$ cat src/design/rrd_pkg.sv
package rrd_pkg;

    localparam int unsigned MAX_REGION_BYTES_DEF = 32'd16777216;

    localparam int unsigned QUEUE_DEPTH = 4;

    localparam logic [7:0] ENC_RAW = 8'd0;
    localparam logic [7:0] ENC_RLE = 8'd1;

    localparam int unsigned CFG_DATA_W = 32;
    localparam int unsigned EXP_W      = 25;
    localparam int unsigned OFFSET_W   = 24;
    localparam int unsigned COUNT_W    = 16;

    // register indexes on the configuration port
    localparam logic CFG_EXPECTED_SIZE = 1'b0;
    localparam logic CFG_BYTE_BUDGET   = 1'b1;

    localparam logic [2:0] ERR_OK          = 3'd0;
    localparam logic [2:0] ERR_SIZE        = 3'd1;
    localparam logic [2:0] ERR_HDR_BUDGET  = 3'd2;
    localparam logic [2:0] ERR_RAW_BUDGET  = 3'd3;
    localparam logic [2:0] ERR_TRIP_BUDGET = 3'd4;
    localparam logic [2:0] ERR_OVERFLOW    = 3'd5;

    // one input beat as it travels from the queue to the decoder
    typedef struct packed {
        logic [7:0] data_byte;
        logic       first;
    } t_beat;

    typedef struct packed {
        logic  valid;
        t_beat beat;
    } t_queue_head;

endpackage

$ cat src/design/rrd_front.sv
module rrd_front
    import rrd_pkg::*;
(
    input  logic        i_clk,
    input  logic        i_rst_n,
    input  logic        s_axis_tvalid,
    output logic        s_axis_tready,
    input  logic [7:0]  s_axis_tdata,
    input  logic        s_axis_tuser,
    output t_queue_head o_head,
    input  logic        i_pop
);

    localparam int unsigned PTR_W = (QUEUE_DEPTH > 1) ? $clog2(QUEUE_DEPTH) : 1;
    localparam int unsigned CNT_W = $clog2(QUEUE_DEPTH + 1);
    localparam logic [PTR_W-1:0] LAST_PTR = PTR_W'(QUEUE_DEPTH - 1);
    localparam logic [CNT_W-1:0] FULL_CNT = CNT_W'(QUEUE_DEPTH);

    t_beat            r_mem [QUEUE_DEPTH];
    logic [PTR_W-1:0] r_wptr, n_wptr;
    logic [PTR_W-1:0] r_rptr, n_rptr;
    logic [CNT_W-1:0] r_count, n_count;
    logic             push, pop;
    t_beat            in_beat;

    assign in_beat.data_byte = s_axis_tdata;
    assign in_beat.first     = s_axis_tuser;

    assign s_axis_tready = (r_count != FULL_CNT);
    assign push          = s_axis_tvalid && s_axis_tready;
    assign o_head.valid  = (r_count != '0);
    assign o_head.beat   = r_mem[r_rptr];
    assign pop           = i_pop && o_head.valid;

    always_comb begin
        n_wptr  = r_wptr;
        n_rptr  = r_rptr;
        n_count = r_count;
        if (push) begin
            n_wptr = (r_wptr == LAST_PTR) ? '0 : r_wptr + 1'b1;
        end
        if (pop) begin
            n_rptr = (r_rptr == LAST_PTR) ? '0 : r_rptr + 1'b1;
        end
        case ({push, pop})
            2'b10:   n_count = r_count + 1'b1;
            2'b01:   n_count = r_count - 1'b1;
            default: n_count = r_count;
        endcase
    end

    always_ff @(posedge i_clk) begin
        if (!i_rst_n) begin
            r_wptr  <= '0;
            r_rptr  <= '0;
            r_count <= '0;
        end else begin
            r_wptr  <= n_wptr;
            r_rptr  <= n_rptr;
            r_count <= n_count;
        end
    end

    always_ff @(posedge i_clk) begin
        if (push) begin
            r_mem[r_wptr] <= in_beat;
        end
    end

`ifndef ASSERT_OFF
    a_no_pop_when_empty: assert property (@(posedge i_clk) disable iff (!i_rst_n)
        i_pop |-> (r_count != '0) || !pop)
        else $error("queue popped while empty");
    a_count_bounded: assert property (@(posedge i_clk) disable iff (!i_rst_n)
        r_count <= FULL_CNT)
        else $error("queue count beyond depth");
    a_full_blocks_input: assert property (@(posedge i_clk) disable iff (!i_rst_n)
        (r_count == FULL_CNT) |-> !s_axis_tready)
        else $error("queue ready while full");
`endif

endmodule

$ cat src/design/rrd_back.sv
module rrd_back
    import rrd_pkg::*;
#(
    parameter logic [31:0] MAX_REGION_BYTES = MAX_REGION_BYTES_DEF
) (
    input  logic                  i_clk,
    input  logic                  i_rst_n,
    input  logic                  i_cfg_we,
    input  logic                  i_cfg_index,
    input  logic [CFG_DATA_W-1:0] i_cfg_data,
    input  t_queue_head           i_head,
    output logic                  o_pop,
    output logic                  o_valid,
    input  logic                  i_ready,
    output logic [OFFSET_W-1:0]   o_offset,
    output logic [7:0]            o_value,
    output logic [COUNT_W-1:0]    o_count,
    output logic                  o_last,
    output logic [2:0]            o_err
);

    typedef enum logic [2:0] {
        PH_IDLE,
        PH_HEADER,
        PH_RAW,
        PH_RLE,
        PH_DONE
    } t_phase;

    t_phase              r_phase, n_phase;
    logic [2:0]          r_hpos, n_hpos;
    logic [31:0]         r_dsize, n_dsize;
    logic [7:0]          r_enc, n_enc;
    logic [31:0]         r_consumed, n_consumed;
    logic [EXP_W-1:0]    r_produced, n_produced;
    logic [1:0]          r_tpos, n_tpos;
    logic [COUNT_W-1:0]  r_run, n_run;
    logic [EXP_W-1:0]    r_exp;
    logic [31:0]         r_budget;

    logic                r_out_valid;
    logic [OFFSET_W-1:0] r_out_offset;
    logic [7:0]          r_out_value;
    logic [COUNT_W-1:0]  r_out_count;
    logic                r_out_last;
    logic [2:0]          r_out_err;

    logic                take;
    logic                live;
    logic [7:0]          b;
    logic                res_valid;
    logic [OFFSET_W-1:0] res_offset;
    logic [7:0]          res_value;
    logic [COUNT_W-1:0]  res_count;
    logic                res_last;
    logic [2:0]          res_err;
    logic                trip_over;
    logic [EXP_W:0]      rem;

    assign take = i_head.valid && (!r_out_valid || i_ready);
    assign b    = i_head.beat.data_byte;

    always_comb begin
        n_phase    = r_phase;
        n_hpos     = r_hpos;
        n_dsize    = r_dsize;
        n_enc      = r_enc;
        n_consumed = r_consumed;
        n_produced = r_produced;
        n_tpos     = r_tpos;
        n_run      = r_run;
        live       = 1'b0;
        res_valid  = 1'b0;
        res_offset = r_produced[OFFSET_W-1:0];
        res_value  = '0;
        res_count  = '0;
        res_last   = 1'b0;
        res_err    = ERR_OK;
        trip_over  = 1'b0;
        rem        = '0;

        if (take) begin
            live = 1'b1;
            if (i_head.beat.first) begin
                n_phase    = PH_HEADER;
                n_hpos     = '0;
                n_dsize    = '0;
                n_enc      = '0;
                n_consumed = '0;
                n_produced = '0;
                n_tpos     = '0;
                n_run      = '0;
            end else if (r_phase != PH_HEADER && r_phase != PH_RAW && r_phase != PH_RLE) begin
                live = 1'b0;
            end
        end

        if (live) begin
            n_consumed = n_consumed + 32'd1;
            // next triplet would end past the budget
            trip_over  = ({1'b0, n_consumed} + 33'd3) > {1'b0, r_budget};
            res_offset = n_produced[OFFSET_W-1:0];
            rem        = {1'b0, r_exp} - {1'b0, n_produced};

            case (n_phase)
                PH_HEADER: begin
                    if (n_hpos == 3'd0 && r_budget < 32'd8) begin
                        n_phase   = PH_DONE;
                        res_valid = 1'b1;
                        res_last  = 1'b1;
                        res_err   = ERR_HDR_BUDGET;
                    end else begin
                        case (n_hpos)
                            3'd0:    n_dsize[7:0]   = b;
                            3'd1:    n_dsize[15:8]  = b;
                            3'd2:    n_dsize[23:16] = b;
                            3'd3:    n_dsize[31:24] = b;
                            3'd4:    n_enc          = b;
                            default: n_enc          = n_enc;
                        endcase
                        if (n_hpos == 3'd7) begin
                            res_last = 1'b1;
                            if (n_dsize != {7'b0, r_exp} ||
                                    {7'b0, r_exp} > MAX_REGION_BYTES) begin
                                res_valid = 1'b1;
                                res_err   = ERR_SIZE;
                            end else if (n_enc == ENC_RAW) begin
                                if ((33'd8 + {8'b0, r_exp}) > {1'b0, r_budget}) begin
                                    res_valid = 1'b1;
                                    res_err   = ERR_RAW_BUDGET;
                                end else if (r_exp == '0) begin
                                    res_valid = 1'b1;
                                end
                            end else if (n_enc == ENC_RLE) begin
                                if (r_exp == '0) begin
                                    res_valid = 1'b1;
                                end else if (trip_over) begin
                                    res_valid = 1'b1;
                                    res_err   = ERR_TRIP_BUDGET;
                                end
                            end else begin
                                res_valid = 1'b1;
                                res_err   = ERR_OVERFLOW;
                            end
                            if (res_valid) begin
                                n_phase = PH_DONE;
                            end else if (n_enc == ENC_RAW) begin
                                n_phase = PH_RAW;
                            end else begin
                                n_phase = PH_RLE;
                                n_tpos  = '0;
                            end
                        end else begin
                            n_hpos = n_hpos + 3'd1;
                        end
                    end
                end
                PH_RAW: begin
                    res_valid  = 1'b1;
                    res_value  = b;
                    res_count  = COUNT_W'(1);
                    n_produced = n_produced + 1'b1;
                    if (({1'b0, r_produced} + 1'b1) >= {1'b0, r_exp}) begin
                        n_phase  = PH_DONE;
                        res_last = 1'b1;
                    end
                end
                PH_RLE: begin
                    case (n_tpos)
                        2'd0: begin
                            n_run  = {8'b0, b};
                            n_tpos = 2'd1;
                        end
                        2'd1: begin
                            n_run[15:8] = b;
                            n_tpos      = 2'd2;
                        end
                        default: begin
                            n_tpos = 2'd0;
                            // sign bit of rem: produced already beyond region
                            if (rem[EXP_W] || {{(EXP_W-COUNT_W){1'b0}}, n_run} > rem[EXP_W-1:0])
                            begin
                                n_phase   = PH_DONE;
                                res_valid = 1'b1;
                                res_last  = 1'b1;
                                res_err   = ERR_OVERFLOW;
                            end else begin
                                n_produced = n_produced + EXP_W'(n_run);
                                res_value  = (n_run == '0) ? 8'd0 : b;
                                res_count  = n_run;
                                if ({{(EXP_W-COUNT_W){1'b0}}, n_run} == rem[EXP_W-1:0]) begin
                                    n_phase   = PH_DONE;
                                    res_valid = 1'b1;
                                    res_last  = 1'b1;
                                end else if (trip_over) begin
                                    n_phase   = PH_DONE;
                                    res_valid = 1'b1;
                                    res_last  = 1'b1;
                                    res_err   = ERR_TRIP_BUDGET;
                                end else begin
                                    res_valid = (n_run != '0);
                                end
                            end
                        end
                    endcase
                end
                default: begin
                    n_phase = n_phase;
                end
            endcase
        end
    end

    always_ff @(posedge i_clk) begin
        if (!i_rst_n) begin
            r_phase     <= PH_IDLE;
            r_hpos      <= '0;
            r_dsize     <= '0;
            r_enc       <= '0;
            r_consumed  <= '0;
            r_produced  <= '0;
            r_tpos      <= '0;
            r_run       <= '0;
            r_exp       <= '0;
            r_budget    <= '0;
            r_out_valid <= 1'b0;
        end else begin
            r_phase    <= n_phase;
            r_hpos     <= n_hpos;
            r_dsize    <= n_dsize;
            r_enc      <= n_enc;
            r_consumed <= n_consumed;
            r_produced <= n_produced;
            r_tpos     <= n_tpos;
            r_run      <= n_run;
            if (i_cfg_we) begin
                case (i_cfg_index)
                    CFG_EXPECTED_SIZE: r_exp    <= i_cfg_data[EXP_W-1:0];
                    CFG_BYTE_BUDGET:   r_budget <= i_cfg_data;
                    default:           r_budget <= r_budget;
                endcase
            end
            if (take) begin
                r_out_valid <= res_valid;
            end else if (i_ready) begin
                r_out_valid <= 1'b0;
            end
        end
    end

    always_ff @(posedge i_clk) begin
        if (take) begin
            r_out_offset <= res_offset;
            r_out_value  <= res_value;
            r_out_count  <= res_count;
            r_out_last   <= res_last;
            r_out_err    <= res_err;
        end
    end

    assign o_pop    = take;
    assign o_valid  = r_out_valid;
    assign o_offset = r_out_offset;
    assign o_value  = r_out_value;
    assign o_count  = r_out_count;
    assign o_last   = r_out_last;
    assign o_err    = r_out_err;

`ifndef ASSERT_OFF
    a_last_means_done: assert property (@(posedge i_clk) disable iff (!i_rst_n)
        r_out_valid && r_out_last |-> r_phase == PH_DONE)
        else $error("final beat pending but decoder not finished");
    a_error_is_final: assert property (@(posedge i_clk) disable iff (!i_rst_n)
        r_out_valid && (r_out_err != ERR_OK) |-> r_out_last)
        else $error("error reported on a non-final beat");
    a_tpos_range: assert property (@(posedge i_clk) disable iff (!i_rst_n)
        r_tpos != 2'd3)
        else $error("triplet position out of range");
`endif

endmodule

$ cat src/design/region_rle_or_raw_decoder.sv
// Decodes a stored memory region, one byte per input beat, into fill commands.
// Each region starts with a beat flagged in tuser; the 8-byte header carries the
// little-endian decoded size and the encoding (raw or run-length triplets of a
// 16-bit count and a value). A byte per clock is sustained while the result side
// keeps up; a result passes through a queue slot, then the output register.
// A four-beat queue separates the input from the decoder, which
// handles one beat per cycle whenever the output register is free or being taken.
// The final result of a region has tlast set and the status code in tuser; bytes
// outside a live region give no result. Configuration may be written while idle.
module region_rle_or_raw_decoder
    import rrd_pkg::*;
#(
    parameter logic [31:0] MAX_REGION_BYTES = MAX_REGION_BYTES_DEF
) (
    input  logic                  i_clk,
    input  logic                  i_rst_n,
    input  logic                  i_cfg_we,
    input  logic                  i_cfg_index,
    input  logic [CFG_DATA_W-1:0] i_cfg_data,
    input  logic                  s_axis_tvalid,
    output logic                  s_axis_tready,
    input  logic [7:0]            s_axis_tdata,   // data_byte
    input  logic                  s_axis_tuser,   // first
    output logic                  m_axis_tvalid,
    input  logic                  m_axis_tready,
    output logic [47:0]           m_axis_tdata,   // write_offset, fill_value, fill_count
    output logic                  m_axis_tlast,   // done_res
    output logic [2:0]            m_axis_tuser    // error_code
);

    t_queue_head         head;
    logic                pop;
    logic [OFFSET_W-1:0] out_offset;
    logic [7:0]          out_value;
    logic [COUNT_W-1:0]  out_count;

    rrd_front u_front (
        .i_clk         (i_clk),
        .i_rst_n       (i_rst_n),
        .s_axis_tvalid (s_axis_tvalid),
        .s_axis_tready (s_axis_tready),
        .s_axis_tdata  (s_axis_tdata),
        .s_axis_tuser  (s_axis_tuser),
        .o_head        (head),
        .i_pop         (pop)
    );

    rrd_back #(
        .MAX_REGION_BYTES (MAX_REGION_BYTES)
    ) u_back (
        .i_clk       (i_clk),
        .i_rst_n     (i_rst_n),
        .i_cfg_we    (i_cfg_we),
        .i_cfg_index (i_cfg_index),
        .i_cfg_data  (i_cfg_data),
        .i_head      (head),
        .o_pop       (pop),
        .o_valid     (m_axis_tvalid),
        .i_ready     (m_axis_tready),
        .o_offset    (out_offset),
        .o_value     (out_value),
        .o_count     (out_count),
        .o_last      (m_axis_tlast),
        .o_err       (m_axis_tuser)
    );

    assign m_axis_tdata = {out_count, out_value, out_offset};

endmodule

$ cat config.mk
export PLATFORM = sky130hd
export DESIGN_NAME = region_rle_or_raw_decoder
export DESIGN_NICKNAME = d
export VERILOG_FILES = /design/src/design/rrd_pkg.sv /design/src/design/rrd_front.sv /design/src/design/rrd_back.sv /design/src/design/region_rle_or_raw_decoder.sv
export SDC_FILE = /design/constraint.sdc
export NUM_CORES = 1
export LEC_CHECK = 0
export CORE_MARGIN = 3
export CORE_UTILIZATION = 40
export CTS_CLUSTER_DIAMETER = 150
export DETAILED_ROUTE_END_ITERATION = 6
export DONT_BUFFER_PORTS = 1
export PLACE_DENSITY_LB_ADDON = 0.12
export SYNTH_ARGS = -nofsm -noshare
export SYNTH_HDL_FRONTEND = slang
export SYNTH_SLANG_ARGS = --single-unit
$ cat constraint.sdc
create_clock -name i_clk -period 10.4 [get_ports i_clk]
set_clock_uncertainty 0.1 [all_clocks]
set_input_delay 0 -clock i_clk [delete_from_list [all_inputs] [get_ports i_clk]]
set_output_delay 0 -clock i_clk [all_outputs]
set_load 0.01 [all_outputs]
==> qor.json <==
{
  "run_status": {
    "run_status": "finished, final reports clean"
  },
  "global_route": {
    "grt_start_max_net_pins": 73,
    "global_route_wire_length_before_repair_mm": 102,
    "global_route.overflow_total": 0,
    "grt_pass1_vias": 17300,
    "gr_util_all_layers_pct": 25.7,
    "grt_antenna_before_repair": 4
  },
  "min_path": {
    "hold_start": "i_cfg_data[29]",
    "timing.hold.worst_path_depth": 3,
    "whs_endpoint": "u_back.r_budget[29]$_SDFFE_PN0P_",
    "hold_class": "in -> reg"
  },
  "yosys": {
    "syn_warnings": 0,
    "synth_top_cell_by_area": "dfxtp_1",
    "mappedNetlistArea_um2": 19500,
    "synthTopCellsByCount": "nand2_1 (329), a21oi_1 (229), nor2_1 (214)",
    "synth_sequential_area_ratio_pct": 32.9,
    "syn_avg_cell_area_um2": 7.99,
    "synth_seq_cells": 276,
    "async_reset_ff_share_pct": 0,
    "synth_cell_types": 83,
    "syn-instance-count": 2438,
    "synth.top_cell.area_share_pct": 19.3,
    "mappedNetlistNets": 2644,
    "synth-main-ff-cell": "dfxtp_1",
    "synth.area.top_cells": "dfxtp_1 (19%), edfxtp_1 (14%), ha_1 (10%)",
    "yosysMostFrequentCell": "nand2_1",
    "number_of_enable_type_register_cells_in_the_synthesized_netlist": 88
  },
  "cts": {
    "cts_resized": 0,
    "numCtsBuffers": 36,
    "cts_post_setup_buffers_inserted": 0,
    "cts.clk_slew.worst_paths_ns": 0.06,
    "htree_levels": 2,
    "tritoncts_clock_tree": "done",
    "ctsLongestPathBuffers": 3,
    "cts_hold_bufs": 56,
    "cts_root_buf": "clkbuf_16",
    "clk-insertion-delay-late_ns": 0.56,
    "clkSinkCount": 276
  },
  "die": {
    "design.portCount": 101,
    "start_util_pct": 40.6,
    "coreArea_um2": 47900,
    "die_y_um": 227,
    "core.rowCount": 80,
    "die_x_um": 227,
    "design.die.area_um2": 51400
  },
  "worst_setup_path": {
    "path_max_fanout": 55,
    "crit_required_ns": 10.74,
    "endpoint_kind": "register",
    "critPathMaxStageDelay_ns": 0.77,
    "r2r_setup_slk_ns": 2.21,
    "kind_of_start_point_of_the_critical_path": "register",
    "critical_path_class": "reg -> reg",
    "arrival_ns": 8.53,
    "path_delay_family": "simple AND/OR/NAND/NOR gates",
    "cp_cell_sequence": "mux4_2 > and3_4 > nor2_1 > ha_1 > and2_1 > nand4b_1 > a21oi_1 > o21ai_0 > or4_1 > nor3_1 > nand4b_1 > nor2_1 > nand4_1 > xnor2_1 > ha_1 > a21o_1 > a21o_1 > nor4b_1 > o211ai_1 > a311o_1 > nor4b_2 > a21oi_1 > a221oi_1",
    "r2r-end": "u_back.r_phase[1]$_SDFF_PN0_",
    "crit_buf_inv": 0,
    "crit_slowest_cell": "mux4_2",
    "rr_worst_depth": 23
  },
  "power": {
    "worst_ir_drop_vdd_v": 0.000154,
    "internal_power_uw": 2410,
    "clk_pwr_share_pct": 32.4,
    "power.share.switching_pct": 38.9,
    "cellLeakagePower_uw": 0.00848,
    "seq_power_share_pct": 37.2,
    "p_sw_uw": 1530,
    "combinationalPowerShare_pct": 30.4,
    "power_per_cell_area_nw_per_um2": 182,
    "design_power_total_uw": 3950
  },
  "sta": {
    "post_route_clock_period_utilization_pct": 78.8,
    "max_slew_margin_pct": 22.5,
    "worst_pin_slew_ns": 1.16,
    "setup-violations-final": 0,
    "timing_hold_violations_final": 0,
    "final_period_minus_worst_setup_slack_ns": 8.19,
    "timing.fmax_mhz": 122,
    "rsz0062_at_grt": "no",
    "slew_limit_fails": 0,
    "fin_tns_setup_ns": 0
  },
  "cells_and_area": {
    "fin_nets": 2616,
    "area_growth_pct": 11.1,
    "antennaDiodeCount": 0,
    "final_layout_size_suffix_gt1_share_pct": 4.88,
    "fill_cells": 4788
  },
  "route": {
    "finalWirelength_mm": 67.1,
    "drt_pre_antenna_iters": 5,
    "first_iter_violations": 1447,
    "ant_nets": 0,
    "wl_per_cell_um": 22.0,
    "post-route-drc-count": 0,
    "via_count": 18200,
    "vias_per_cell": 5.95
  },
  "run": {
    "cap_viol_max_count": 0
  },
  "placed_design": {
    "finalWeightedCongestion": 0.913,
    "io_buffer_count": 0,
    "dp_wirelength_mm": 49.4
  }
}
-- registers in the layout, indices dropped and copies added, names as in the netlist, 3 cells and up, named ones only --
register and flops:
u_back.o_count 16, u_back.o_err 3, u_back.o_offset 24, u_back.o_value 8, u_back.r_budget 32, u_back.r_consumed 32
u_back.r_dsize 32, u_back.r_enc 8, u_back.r_exp 25, u_back.r_hpos 3, u_back.r_phase 3, u_back.r_produced 25
u_back.r_run 16, u_front.r_count 3, u_front.r_mem 36
-- power by group through the flow --
| stage | sequential (µW) | combinational, µW | clock (µW) |
|---|---|---|---|
| after floorplan | 1440 | 824 | 0 |
| after global placement | 1500 | 1150 | 0 |
| after detailed placement | 1500 | 1160 | 0 |
| after CTS | 1470 | 1190 | 1310 |
| after global routing | 1490 | 1300 | 1360 |
| final | 1470 | 1200 | 1280 |
-- how the worst max path moves through the flow --
stage               startpoint                           end  slack (ns)  cells past startpoint
global placement      register  u_back.r_phase[1]$_SDFF_PN0_        2.51                     24
global route          register  u_back.r_phase[1]$_SDFF_PN0_        1.46                     24
floorplan             register   u_back.o_valid$_SDFFE_PN0P_        2.54                     32
finish                register  u_back.r_phase[1]$_SDFF_PN0_        2.21                     23
CTS                   register  u_back.r_phase[1]$_SDFF_PN0_        2.33                     23
detailed placement    register  u_back.r_phase[1]$_SDFF_PN0_        2.37                     23
-- routing by layer --
metal	up-vias	track usage [%]	routed length, µm
li1	8747	-	-
met1	8643	32.5	28700
met2	603	43.2	31400
met3	166	4.34	3980
met4	6	10.9	2950
met5	-	0	42
-- tightest hold or removal path: cells and delay by family --
| family | cells | cell delay [ns] |
|---|---|---|
| AOI/OAI and AO/OA | 1 | 0.05 |
| and+or+nand+nor | 1 | 0.06 |
| buffers and inverters | 1 | 0.54 |
-- cell families (layout without fill, tap and decap cells) --
| logic type | after synthesis | in the layout | synth area share [%] |
|---|---|---|---|
| flops | 276 | 276 | 32.9 |
| buf+inv | 285 | 285 | 5.70 |
| xor+xnor | 146 | 146 | 6.56 |
| mux | 18 | 18 | 1.51 |
| simple gates | 960 | 960 | 23.6 |
| fa+ha+maj | 159 | 159 | 10.3 |
| compound gates | 594 | 594 | 19.4 |
-- cells in the final DEF, fill, tap and decap left out, types with 24 or more instances in the layout --
cell	count
and3_1	41
a21o_1	39
xnor2_1	104
nor3_1	52
a21oi_1	229
a211oi_1	24
nand3_1	79
dfxtp_1	188
nor4_1	42
nand2b_1	24
edfxtp_1	88
o21ai_0	96
clkbuf_16	38
nor2_1	213
dlygate4sd3_1	55
a32oi_1	26
xor2_1	42
ha_1	156
nand4_1	64
nand2_1	329
inv_1	137
-- per-stage QoR --
step                      hold WS [ns]  area [µm²]  worst slack [ns]  util [%]  instances
final                           0.0541       21700              2.21      45.2       3053
after global routing            0.0612       21700              1.46      45.2       3053
after CTS                       0.0164       21700              2.33      45.2       3053
after detailed placement     -0.000961       19900              2.37      41.5       2931
after global placement       -0.000951       19900              2.51      41.5       2931
after floorplan               -0.00113       19500              2.54         -       2438
-- area by class of cell --
class                      instances  area (µm²)  area share, %
tap                              615         769           3.55
clock buffer                      44        1000           4.63
multi-input combinational       1877       12000           55.4
inverter                         140         528           2.44
clock inverter                    22         204          0.942
sequential                       276        6410           29.6
timing repair buffer              79         743           3.43
Power figures use the tool's default switching activity.
